<file path="src/hw/rtl/clamped_linear_parameter_ramp_defines.svh">
// ----------------------------------------------------------------------------
// Assertion macros for the clamped linear parameter ramp
// Shared concurrent assertion forms, clocked on clk_i and held off in reset.
// ----------------------------------------------------------------------------
`ifndef CLAMPED_LINEAR_PARAMETER_RAMP_DEFINES_SVH
`define CLAMPED_LINEAR_PARAMETER_RAMP_DEFINES_SVH

// Same-cycle implication
`define CLR_ASSERT_IMP(lbl, ante, cons) \
  lbl: assert property (@(posedge clk_i) disable iff (!rst_ni) (ante) |-> (cons)) \
    else $error("clr: assertion failed");

// Next-cycle implication
`define CLR_ASSERT_NEXT(lbl, ante, cons) \
  lbl: assert property (@(posedge clk_i) disable iff (!rst_ni) (ante) |=> (cons)) \
    else $error("clr: assertion failed");

`endif

</file>
<file path="src/hw/rtl/clr_pkg.sv">
// ----------------------------------------------------------------------------
// clr_pkg
// Widths, codes and shared types of the clamped linear parameter ramp.
// ----------------------------------------------------------------------------
package clr_pkg;

  localparam int ValW  = 16;             // signed Q8.8 level
  localparam int TimeW = 32;             // time units
  localparam int FracW = 16;             // unsigned Q0.16 ratio and position
  localparam int CmdW  = 2;
  localparam int AddrW = 3;
  localparam int DataW = 32;
  localparam int CntW  = $clog2(FracW);
  localparam int ProdW = ValW + FracW + 1;

  localparam logic signed [ValW-1:0] RangeMinRst = 16'sd0;
  localparam logic signed [ValW-1:0] RangeMaxRst = 16'sd25600;

  typedef enum logic [CmdW-1:0] {
    CMD_TICK     = 2'd0,
    CMD_START    = 2'd1,
    CMD_RETARGET = 2'd2
  } cmd_e;

  typedef enum logic {
    REG_RANGE_MIN = 1'b0,
    REG_RANGE_MAX = 1'b1
  } reg_e;

  typedef struct packed {
    logic signed [ValW-1:0] min_v;
    logic signed [ValW-1:0] max_v;
  } range_t;

  // Status of a serial arithmetic unit
  typedef struct packed {
    logic busy;
    logic done;
  } seq_stat_t;

endpackage

</file>
<file path="src/hw/rtl/clr_if.sv">
// ----------------------------------------------------------------------------
// clr_req_if / clr_rsp_if
// Valid/ready channels carrying ramp commands and ramp reports.
// ----------------------------------------------------------------------------
interface clr_req_if;
  import clr_pkg::*;

  logic                    valid;
  logic                    ready;
  logic [CmdW-1:0]         cmd;
  logic signed [ValW-1:0]  from_value;
  logic signed [ValW-1:0]  to_value;
  logic [TimeW-1:0]        duration;
  logic signed [ValW-1:0]  current_value;
  logic [TimeW-1:0]        time_delta;

  modport source (
    output valid, cmd, from_value, to_value, duration, current_value, time_delta,
    input  ready
  );
  modport sink (
    input  valid, cmd, from_value, to_value, duration, current_value, time_delta,
    output ready
  );
endinterface

interface clr_rsp_if;
  import clr_pkg::*;

  logic                    valid;
  logic                    ready;
  logic signed [ValW-1:0]  ramp_value;
  logic [FracW-1:0]        range_position;

  modport source (output valid, ramp_value, range_position, input ready);
  modport sink (input valid, ramp_value, range_position, output ready);
endinterface

</file>
<file path="src/hw/rtl/clr_div.sv">
// ----------------------------------------------------------------------------
// clr_div
// Bit-serial restoring divider: floor(a * 2^16 / d) for a < d, one quotient
// bit per cycle.
// ----------------------------------------------------------------------------
module clr_div import clr_pkg::*; (
  input  logic             clk_i,
  input  logic             rst_ni,
  input  logic             start_i,
  input  logic [TimeW-1:0] dividend_i,
  input  logic [TimeW-1:0] divisor_i,
  output logic [FracW-1:0] quot_o,
  output seq_stat_t        stat_o
);

  logic [TimeW-1:0] rem_q, rem_d, div_q;
  logic [FracW-1:0] quot_q;
  logic [CntW-1:0]  cnt_q;
  logic             busy_q, done_q;
  logic [TimeW:0]   shifted, trial;
  logic             fits, last;

  // Shift in one bit and try a subtract
  always_comb begin
    shifted = {rem_q, 1'b0};
    trial   = shifted - {1'b0, div_q};
    fits    = shifted >= {1'b0, div_q};
    rem_d   = fits ? trial[TimeW-1:0] : shifted[TimeW-1:0];
    last    = cnt_q == CntW'(FracW - 1);
  end

  // Sequence control
  always_ff @(posedge clk_i or negedge rst_ni) begin
    if (!rst_ni) begin
      busy_q <= 1'b0;
      done_q <= 1'b0;
      cnt_q  <= '0;
    end else begin
      done_q <= busy_q && last;
      if (start_i) begin
        busy_q <= 1'b1;
        cnt_q  <= '0;
      end else if (busy_q) begin
        cnt_q <= cnt_q + 1'b1;
        if (last) begin
          busy_q <= 1'b0;
        end
      end
    end
  end

  // Remainder and quotient shift registers
  always_ff @(posedge clk_i) begin
    if (start_i) begin
      rem_q <= dividend_i;
      div_q <= divisor_i;
    end else if (busy_q) begin
      rem_q  <= rem_d;
      quot_q <= {quot_q[FracW-2:0], fits};
    end
  end

  assign quot_o = quot_q;
  assign stat_o = '{busy: busy_q, done: done_q};

endmodule

</file>
<file path="src/hw/rtl/clr_mul.sv">
// ----------------------------------------------------------------------------
// clr_mul
// Bit-serial shift-add multiplier: signed span times unsigned Q0.16 ratio,
// multiplier bits taken MSB first.
// ----------------------------------------------------------------------------
module clr_mul import clr_pkg::*; (
  input  logic                    clk_i,
  input  logic                    rst_ni,
  input  logic                    start_i,
  input  logic signed [ValW:0]    mcand_i,
  input  logic [FracW-1:0]        mplier_i,
  output logic signed [ProdW-1:0] prod_o,
  output seq_stat_t               stat_o
);

  logic signed [ProdW-1:0] acc_q, acc_d, addend;
  logic signed [ValW:0]    mcand_q;
  logic [FracW-1:0]        mplier_q;
  logic [CntW-1:0]         cnt_q;
  logic                    busy_q, done_q, last;

  // Double the sum and add the span where the ratio bit is set
  always_comb begin
    addend = mplier_q[FracW-1] ? {{(ProdW-ValW-1){mcand_q[ValW]}}, mcand_q} : '0;
    acc_d  = (acc_q <<< 1) + addend;
    last   = cnt_q == CntW'(FracW - 1);
  end

  // Sequence control
  always_ff @(posedge clk_i or negedge rst_ni) begin
    if (!rst_ni) begin
      busy_q <= 1'b0;
      done_q <= 1'b0;
      cnt_q  <= '0;
    end else begin
      done_q <= busy_q && last;
      if (start_i) begin
        busy_q <= 1'b1;
        cnt_q  <= '0;
      end else if (busy_q) begin
        cnt_q <= cnt_q + 1'b1;
        if (last) begin
          busy_q <= 1'b0;
        end
      end
    end
  end

  // Accumulator and multiplier shift register
  always_ff @(posedge clk_i) begin
    if (start_i) begin
      acc_q    <= '0;
      mcand_q  <= mcand_i;
      mplier_q <= mplier_i;
    end else if (busy_q) begin
      acc_q    <= acc_d;
      mplier_q <= {mplier_q[FracW-2:0], 1'b0};
    end
  end

  assign prod_o = acc_q;
  assign stat_o = '{busy: busy_q, done: done_q};

endmodule

</file>
<file path="src/hw/rtl/clr_cfg.sv">
// ----------------------------------------------------------------------------
// clr_cfg
// APB register file holding the allowed range of the ramp value.
// ----------------------------------------------------------------------------
module clr_cfg import clr_pkg::*; (
  input  logic             clk_i,
  input  logic             rst_ni,
  input  logic             psel,
  input  logic             penable,
  input  logic             pwrite,
  input  logic [AddrW-1:0] paddr,
  input  logic [DataW-1:0] pwdata,
  output logic [DataW-1:0] prdata,
  output logic             pready,
  output range_t           range_o
);

  logic signed [ValW-1:0] min_q, max_q, rd_val;
  logic                   wr_en;
  reg_e                   sel;

  assign pready = 1'b1;
  assign wr_en  = psel && penable && pwrite && pready;
  assign sel    = reg_e'(paddr[2]);

  // Register writes
  always_ff @(posedge clk_i or negedge rst_ni) begin
    if (!rst_ni) begin
      min_q <= RangeMinRst;
      max_q <= RangeMaxRst;
    end else if (wr_en) begin
      unique case (sel)
        REG_RANGE_MIN: min_q <= pwdata[ValW-1:0];
        REG_RANGE_MAX: max_q <= pwdata[ValW-1:0];
        default: ;
      endcase
    end
  end

  // Read back, sign extended
  always_comb begin
    unique case (sel)
      REG_RANGE_MIN: rd_val = min_q;
      REG_RANGE_MAX: rd_val = max_q;
      default:       rd_val = min_q;
    endcase
    prdata = {{(DataW-ValW){rd_val[ValW-1]}}, rd_val};
  end

  assign range_o = '{min_v: min_q, max_v: max_q};

endmodule

</file>
<file path="src/hw/rtl/clamped_linear_parameter_ramp.sv">
// ----------------------------------------------------------------------------
// clamped_linear_parameter_ramp
// Timed linear ramp of a Q8.8 control value with range clamp and Q0.16
// position report.
// ----------------------------------------------------------------------------
//  Channel   Dir   Handshake              Payload
//  req_i     in    valid/ready            cmd, from/to/current value, duration,
//                                         time_delta
//  rsp_o     out   valid/ready            ramp_value, range_position
//  APB       in    psel/penable/pready    range_min @0x0, range_max @0x4
//
//  Start and retarget are applied as they are accepted and leave the block idle.
//  A tick runs up to two passes of the serial divider (ratio, then position)
//  and one pass of the serial multiplier before the next item is taken. A tick
//  at zero length or at the ramp end skips the ratio divide and multiply.
//  The report waits in an output register, so a stalled sink holds only the
//  next tick's final step. Reset clears ramp state and loads the range reset.
// ----------------------------------------------------------------------------
`include "clamped_linear_parameter_ramp_defines.svh"

module clamped_linear_parameter_ramp import clr_pkg::*; (
  input  logic             clk_i,
  input  logic             rst_ni,
  clr_req_if.sink          req_i,
  clr_rsp_if.source        rsp_o,
  input  logic             psel,
  input  logic             penable,
  input  logic             pwrite,
  input  logic [AddrW-1:0] paddr,
  input  logic [DataW-1:0] pwdata,
  output logic [DataW-1:0] prdata,
  output logic             pready
);

  typedef enum logic [8:0] {
    ST_IDLE  = 9'b000000001,
    ST_EVAL  = 9'b000000010,
    ST_DIV_T = 9'b000000100,
    ST_MUL   = 9'b000001000,
    ST_CLAMP = 9'b000010000,
    ST_POS   = 9'b000100000,
    ST_CMP   = 9'b001000000,
    ST_DIV_P = 9'b010000000,
    ST_OUT   = 9'b100000000
  } state_e;

  state_e                  state_q, state_d;
  range_t                  range;
  logic signed [ValW-1:0]  start_q, end_q, value_q, out_value_q;
  logic [TimeW-1:0]        elapsed_q, len_q, elapsed_new;
  logic [TimeW:0]          time_sum;
  logic signed [ValW:0]    num_q, den_q, span;
  logic [ValW:0]           num_mag, den_mag;
  logic signed [ValW+1:0]  lvl;
  logic [FracW-1:0]        pos_q, out_pos_q, div_quot;
  logic                    out_valid_q, out_free, accept;
  logic                    tick_acc, start_acc, retarget_acc, restart;
  logic                    div_start, mul_start, pos_zero, pos_sat;
  logic [TimeW-1:0]        div_a, div_d;
  logic signed [ProdW-1:0] mul_prod;
  seq_stat_t               div_stat, mul_stat;

  clr_cfg u_cfg (
    .clk_i, .rst_ni, .psel, .penable, .pwrite, .paddr, .pwdata, .prdata, .pready,
    .range_o (range)
  );

  clr_div u_div (
    .clk_i, .rst_ni,
    .start_i    (div_start),
    .dividend_i (div_a),
    .divisor_i  (div_d),
    .quot_o     (div_quot),
    .stat_o     (div_stat)
  );

  clr_mul u_mul (
    .clk_i, .rst_ni,
    .start_i  (mul_start),
    .mcand_i  (span),
    .mplier_i (div_quot),
    .prod_o   (mul_prod),
    .stat_o   (mul_stat)
  );

  // Decode the accepted command
  assign req_i.ready = state_q == ST_IDLE;
  assign accept      = req_i.valid && req_i.ready;
  always_comb begin
    tick_acc     = 1'b0;
    start_acc    = 1'b0;
    retarget_acc = 1'b0;
    unique case (req_i.cmd)
      CMD_TICK:     tick_acc     = accept;
      CMD_START:    start_acc    = accept;
      CMD_RETARGET: retarget_acc = accept;
      default: ;
    endcase
  end

  // Advance time, saturating at the ramp length
  assign time_sum    = {1'b0, elapsed_q} + {1'b0, req_i.time_delta};
  assign elapsed_new = (time_sum > {1'b0, len_q}) ? len_q : time_sum[TimeW-1:0];

  assign restart = (start_q < req_i.current_value) && (req_i.current_value < end_q)
                   && (elapsed_q < len_q);

  // Span, interpolated level and position magnitudes
  assign span    = {end_q[ValW-1], end_q} - {start_q[ValW-1], start_q};
  assign lvl     = {{2{start_q[ValW-1]}}, start_q}
                   + {mul_prod[ProdW-1], mul_prod[ProdW-1:FracW]};
  assign num_mag = num_q[ValW] ? (~num_q + 1'b1) : num_q;
  assign den_mag = den_q[ValW] ? (~den_q + 1'b1) : den_q;
  assign pos_zero = (den_q == '0) || (num_q == '0) || (num_q[ValW] != den_q[ValW]);
  assign pos_sat  = num_mag >= den_mag;

  // Divider operands: ratio in EVAL, position in CMP
  assign div_a = (state_q == ST_CMP) ? TimeW'(num_mag) : elapsed_q;
  assign div_d = (state_q == ST_CMP) ? TimeW'(den_mag) : len_q;

  assign out_free = !out_valid_q || rsp_o.ready;

  // Next state and unit launches
  always_comb begin
    state_d   = state_q;
    div_start = 1'b0;
    mul_start = 1'b0;
    unique case (state_q)
      ST_IDLE:  if (tick_acc) state_d = ST_EVAL;
      ST_EVAL: begin
        if (len_q == '0 || elapsed_q == len_q) begin
          state_d = ST_POS;
        end else begin
          div_start = 1'b1;
          state_d   = ST_DIV_T;
        end
      end
      ST_DIV_T: begin
        if (div_stat.done) begin
          mul_start = 1'b1;
          state_d   = ST_MUL;
        end
      end
      ST_MUL:   if (mul_stat.done) state_d = ST_CLAMP;
      ST_CLAMP: state_d = ST_POS;
      ST_POS:   state_d = ST_CMP;
      ST_CMP: begin
        if (pos_zero || pos_sat) begin
          state_d = ST_OUT;
        end else begin
          div_start = 1'b1;
          state_d   = ST_DIV_P;
        end
      end
      ST_DIV_P: if (div_stat.done) state_d = ST_OUT;
      ST_OUT:   if (out_free) state_d = ST_IDLE;
      default:  state_d = ST_IDLE;
    endcase
  end

  // Control and ramp state
  always_ff @(posedge clk_i or negedge rst_ni) begin
    if (!rst_ni) begin
      state_q     <= ST_IDLE;
      out_valid_q <= 1'b0;
      start_q     <= '0;
      end_q       <= '0;
      elapsed_q   <= '0;
      len_q       <= '0;
    end else begin
      state_q <= state_d;
      if (state_q == ST_OUT && out_free) begin
        out_valid_q <= 1'b1;
      end else if (rsp_o.ready) begin
        out_valid_q <= 1'b0;
      end
      if (start_acc) begin
        start_q   <= req_i.from_value;
        end_q     <= req_i.to_value;
        len_q     <= req_i.duration;
        elapsed_q <= '0;
      end else if (retarget_acc) begin
        if (restart) begin
          start_q   <= req_i.current_value;
          len_q     <= len_q - elapsed_q;
          elapsed_q <= '0;
        end else begin
          end_q <= req_i.current_value;
        end
      end else if (tick_acc) begin
        elapsed_q <= elapsed_new;
      end
    end
  end

  // Value, position and output registers
  always_ff @(posedge clk_i) begin
    unique case (state_q)
      ST_EVAL:  value_q <= (len_q == '0) ? start_q : end_q;
      ST_MUL:   if (mul_stat.done) value_q <= lvl[ValW-1:0];
      ST_CLAMP: begin
        if (value_q > range.max_v) begin
          value_q <= range.max_v;
        end else if (value_q < range.min_v) begin
          value_q <= range.min_v;
        end
      end
      ST_POS: begin
        num_q <= {value_q[ValW-1], value_q} - {range.min_v[ValW-1], range.min_v};
        den_q <= {range.max_v[ValW-1], range.max_v} - {range.min_v[ValW-1], range.min_v};
      end
      ST_CMP: begin
        if (pos_zero) begin
          pos_q <= '0;
        end else if (pos_sat) begin
          pos_q <= '1;
        end
      end
      ST_DIV_P: if (div_stat.done) pos_q <= div_quot;
      ST_OUT: begin
        if (out_free) begin
          out_value_q <= value_q;
          out_pos_q   <= pos_q;
        end
      end
      default: ;
    endcase
  end

  assign rsp_o.valid          = out_valid_q;
  assign rsp_o.ramp_value     = out_value_q;
  assign rsp_o.range_position = out_pos_q;

  // Checks
  `CLR_ASSERT_IMP(a_elapsed_in_len, 1'b1, elapsed_q <= len_q)
  `CLR_ASSERT_IMP(a_idle_units_free, req_i.ready, !div_stat.busy && !mul_stat.busy)
  `CLR_ASSERT_IMP(a_units_exclusive, div_stat.busy, !mul_stat.busy)
  `CLR_ASSERT_NEXT(a_out_load, (state_q == ST_OUT) && out_free, rsp_o.valid)

endmodule
</file>
<file path="src/flat_wrapper.sv">
// flat-port wrapper written by rule: the top's interface ports become plain ports
module clamped_linear_parameter_ramp_flat import clr_pkg::*;
  (clk_i, rst_ni, psel, penable, pwrite, paddr, pwdata, prdata, pready, req_i_valid, req_i_cmd, req_i_from_value, req_i_to_value, req_i_duration, req_i_current_value, req_i_time_delta, req_i_ready, rsp_o_valid, rsp_o_ramp_value, rsp_o_range_position, rsp_o_ready);
  clr_req_if req_i_i ();
  clr_rsp_if rsp_o_i ();
  input  logic clk_i;
  input  logic rst_ni;
  input  logic psel;
  input  logic penable;
  input  logic pwrite;
  input  logic [AddrW-1:0] paddr;
  input  logic [DataW-1:0] pwdata;
  output logic [DataW-1:0] prdata;
  output logic pready;
  input wire logic [$bits(req_i_i.valid)-1:0] req_i_valid;
  input wire logic [$bits(req_i_i.cmd)-1:0] req_i_cmd;
  input wire logic [$bits(req_i_i.from_value)-1:0] req_i_from_value;
  input wire logic [$bits(req_i_i.to_value)-1:0] req_i_to_value;
  input wire logic [$bits(req_i_i.duration)-1:0] req_i_duration;
  input wire logic [$bits(req_i_i.current_value)-1:0] req_i_current_value;
  input wire logic [$bits(req_i_i.time_delta)-1:0] req_i_time_delta;
  output wire logic [$bits(req_i_i.ready)-1:0] req_i_ready;
  output wire logic [$bits(rsp_o_i.valid)-1:0] rsp_o_valid;
  output wire logic [$bits(rsp_o_i.ramp_value)-1:0] rsp_o_ramp_value;
  output wire logic [$bits(rsp_o_i.range_position)-1:0] rsp_o_range_position;
  input wire logic [$bits(rsp_o_i.ready)-1:0] rsp_o_ready;
  assign req_i_i.valid = req_i_valid;
  assign req_i_i.cmd = req_i_cmd;
  assign req_i_i.from_value = req_i_from_value;
  assign req_i_i.to_value = req_i_to_value;
  assign req_i_i.duration = req_i_duration;
  assign req_i_i.current_value = req_i_current_value;
  assign req_i_i.time_delta = req_i_time_delta;
  assign req_i_ready = req_i_i.ready;
  assign rsp_o_valid = rsp_o_i.valid;
  assign rsp_o_ramp_value = rsp_o_i.ramp_value;
  assign rsp_o_range_position = rsp_o_i.range_position;
  assign rsp_o_i.ready = rsp_o_ready;
  clamped_linear_parameter_ramp u_core (.clk_i(clk_i), .rst_ni(rst_ni), .req_i(req_i_i), .rsp_o(rsp_o_i), .psel(psel), .penable(penable), .pwrite(pwrite), .paddr(paddr), .pwdata(pwdata), .prdata(prdata), .pready(pready));
endmodule
</file>
<file path="config.mk">
export PLATFORM = sky130hd
export DESIGN_NAME = clamped_linear_parameter_ramp_flat
export DESIGN_NICKNAME = d
export VERILOG_FILES = /design/src/hw/rtl/clr_pkg.sv /design/src/hw/rtl/clr_if.sv /design/src/hw/rtl/clr_div.sv /design/src/hw/rtl/clr_mul.sv /design/src/hw/rtl/clr_cfg.sv /design/src/hw/rtl/clamped_linear_parameter_ramp.sv /design/src/flat_wrapper.sv
export VERILOG_INCLUDE_DIRS = /design/src /design/src/hw/rtl
export SDC_FILE = /design/constraint.sdc
export NUM_CORES = 1
export LEC_CHECK = 0
export ABC_AREA = 1
export BUFFER_PORTS_ARGS = -buffer_cell sky130_fd_sc_hd__buf_2
export CORE_MARGIN = 10
export CORE_UTILIZATION = 35
export CTS_BUF_LIST = sky130_fd_sc_hd__clkbuf_2 sky130_fd_sc_hd__clkbuf_4 sky130_fd_sc_hd__clkbuf_8
export CTS_CLUSTER_DIAMETER = 30
export DETAILED_ROUTE_END_ITERATION = 7
export SKIP_CTS_REPAIR_TIMING = 1
export SLEW_MARGIN = 20
export SYNTH_ARGS = -nofsm -noshare
export SYNTH_HDL_FRONTEND = slang
export SYNTH_HIERARCHICAL = 1
export SYNTH_SLANG_ARGS = --single-unit
</file>
<file path="constraint.sdc">
create_clock -name clk_i -period 14 [get_ports clk_i]
set_input_delay 0.7 -clock clk_i [delete_from_list [all_inputs] [get_ports clk_i]]
set_output_delay 0.7 -clock clk_i [all_outputs]
set_load 0.02 [all_outputs]
</file>
==> impl_results.md <==
- Status: complete, no violations
- Ratio of cells with drive above 1 in the final layout: 0.107
- GRT Total Usage: 0.207
- Part of the cycle the worst path needs: 0.375
- H-tree depth: 3
- Yosys warning count: 6
- Dpl ws: about 8.7 ns
- Power Density: about 220 nW/µm²
- Clock transition at path regs: ~0.050 ns
- RSZ-0062 raised after global routing: false
- CTS sink count: 393
- Hold path startpoint: rsp_o_ready
- Data arrival time of the worst path: between 5 and 6 ns
- Gate Count Post-Synth: about 4,800
- Crit path time final: around 5.2 ns
- Drt pass-1 iters: 6
- PortBufs: 203
- Worst hold path class: input port to flip-flop
- Met3 routed WL: 7.86 mm
- Final Non-Filler Cells: about 6,300
- Most common cell after layout, fill and taps aside: nand2_1
- Total grt overflow: 0
- Post-detail-place hpwl: between 90 and 100 mm
- Mapped Area: 33,100 µm²
- Worst Setup End Kind: flip-flop
- Max Slew Vio Count: 0
- Initial antenna violation count: 8
- Avg Cell Area, Syn: just under 7 µm²
- Worst Path Max Fanout: 67
- Setup violations, final: 0
- Pleak: about 20 nW
- Post-layout util: 0.405
- Final Hold Viols: 0
- Vias per cell: 5.02
- CTS tree: done
- Worst slew pin tran: about 1.1 ns
- Placer Congestion: about 0.96
- Row count: between 100 and 150
- Die height: roughly 330 µm
- Slew headroom: 0.271
- Worst skew pair latency: about 0.8 ns
- Largest net degree at the start of global routing: 85
- Drt total wl: about 110 mm
- PnR worst setup slack: around 9 ns
- Wire per inst: 18.1 µm
- Cells after DPL: roughly 6,000
- Max-Cap Viols: 0
- Power Total: roughly 8.4 mW
- Drt drc: 0
- CP startpoint: u_core/den_q[0]
- Worst Path Class, Setup: flip-flop to flip-flop
- Post-route ant nets: 0
- Vias in the first global route: 30,500
- R2r setup slk: ~8.8 ns
- CTS max path bufs: 3
- Clock skew: 0.0897 ns
- Core area: between 90,000 and 100,000 µm²
- Metal-1 WL: 52.5 mm
- CTS root buffer: clkbuf_8
- Number of CTS-inserted buffers: between 100 and 150
- Vias: ~32,000
- TNS Setup: 0 ns
- Initial Util: 0.354
- Final net count: about 5,400
- Syn Nets: 5,227
- Ports: 223
- Worst EP required: between 10 and 15 ns
- Die area: about 110,000 µm²
- Global-route wire length before repair: approximately 180 mm
- FMAX: approximately 0.19 GHz
- Area delta synth->final: 14.5%
- DIE WIDTH: between 300 and 400 µm
- Startpoint class of the critical path: flip-flop
- Met2 routed WL: between 50 and 60 mm
- Initial DRC count: roughly 2,500
- Most frequent cells in the layout: nand2_1, inv_1, nand3_1
- Max Used Layer: met5
- Worst VDD drop: about 0.14 mV
- Worst flop-to-flop path startpoint: u_core/den_q[0]
-- layout make-up --
type                       instances  area, µm²
antenna                            2       5.00
multi-input combinational       3557      19000
fill                            9960      55700
clock buffer                     125       1650
sequential                       393      10700
tap                             1254       1570
timing repair buffer             229       1220
inverter                         701       2630
clock inverter                    71       1120
-- power by group --
group / internal [mW] / switching, mW / total, mW
Sequential: 1.59 / 0.274 / 1.86
Clock: 1.29 / 0.661 / 1.95
Combinational: 1.57 / 3.05 / 4.62
Total: 4.46 / 3.98 / 8.44
-- worst paths after layout --
kind,end,depth (start not counted)
setup / recovery,u_core/u_div/rem_q[29],25
hold / removal,u_core/rsp_o.valid,2
setup reg to reg,u_core/u_div/rem_q[29],25
hold reg to reg,u_core/rsp_o.range_position[2],0
max in group asynchronous,u_core/len_q[5],3
min in group asynchronous,u_core/u_cfg/max_q[9],2
-- routing by layer --
| layer | vias to the layer above | global-route usage |
|---|---|---|
| met5 | - | 0 |
| met4 | 8 | 0.0527 |
| met3 | 139 | 0.0412 |
| met2 | 967 | 0.334 |
| met1 | 14800 | 0.280 |
| li1 | 15900 | - |
-- per-stage QoR --
stage	area, µm²	hold WS [ns]
2_1_floorplan	33100	0.400
3_3_place_gp	35100	0.402
3_5_place_dp	35100	0.405
4_1_cts	37900	-0.138
5_1_grt	37900	0.114
6_report	37900	0.147
-- critical path, stage by stage, from the launching register on --
cell and delay (ns):
edfxtp_1 0.44, inv_1 0.08, ha_1 0.16, nand2_1 0.09
nor3_1 0.23, nand2_1 0.14, o31ai_1 0.26, xnor2_1 0.22
inv_1 0.08, ha_1 0.29, nand2_1 0.07, inv_1 0.05
nand3_1 0.08, nor3_1 0.07, a21oi_1 0.12, o21ai_0 0.08
nor2_1 0.16, nand3_1 0.14, nand2_2 0.10, buf_4 0.68
clkinv_1 0.74, buf_4 0.44, nand2_1 0.10, clkinv_1 0.05
nand2_1 0.06, nand2_1 0.05
-- sequential cells by signal, summed over array words and instances, names as in the netlist, 9 cells and up --
| signal | cells |
|---|---|
| u_core/elapsed_q | 32 |
| u_core/len_q | 32 |
| u_core/u_div/div_q | 32 |
| u_core/u_div/rem_q | 32 |
| u_core/u_mul/prod_o | 32 |
| u_core/den_q | 17 |
| u_core/num_q | 17 |
| u_core/u_mul/mcand_q | 17 |
| u_core/end_q | 16 |
| u_core/pos_q | 16 |
| u_core/rsp_o.ramp_value | 16 |
| u_core/rsp_o.range_position | 16 |
| u_core/start_q | 16 |
| u_core/u_cfg/max_q | 16 |
| u_core/u_cfg/min_q | 16 |
| u_core/u_div/quot_o | 16 |
| u_core/u_mul/mplier_q | 16 |
| u_core/value_q | 16 |
| u_core/state_q | 9 |
(Power assumes the default switching activity.)
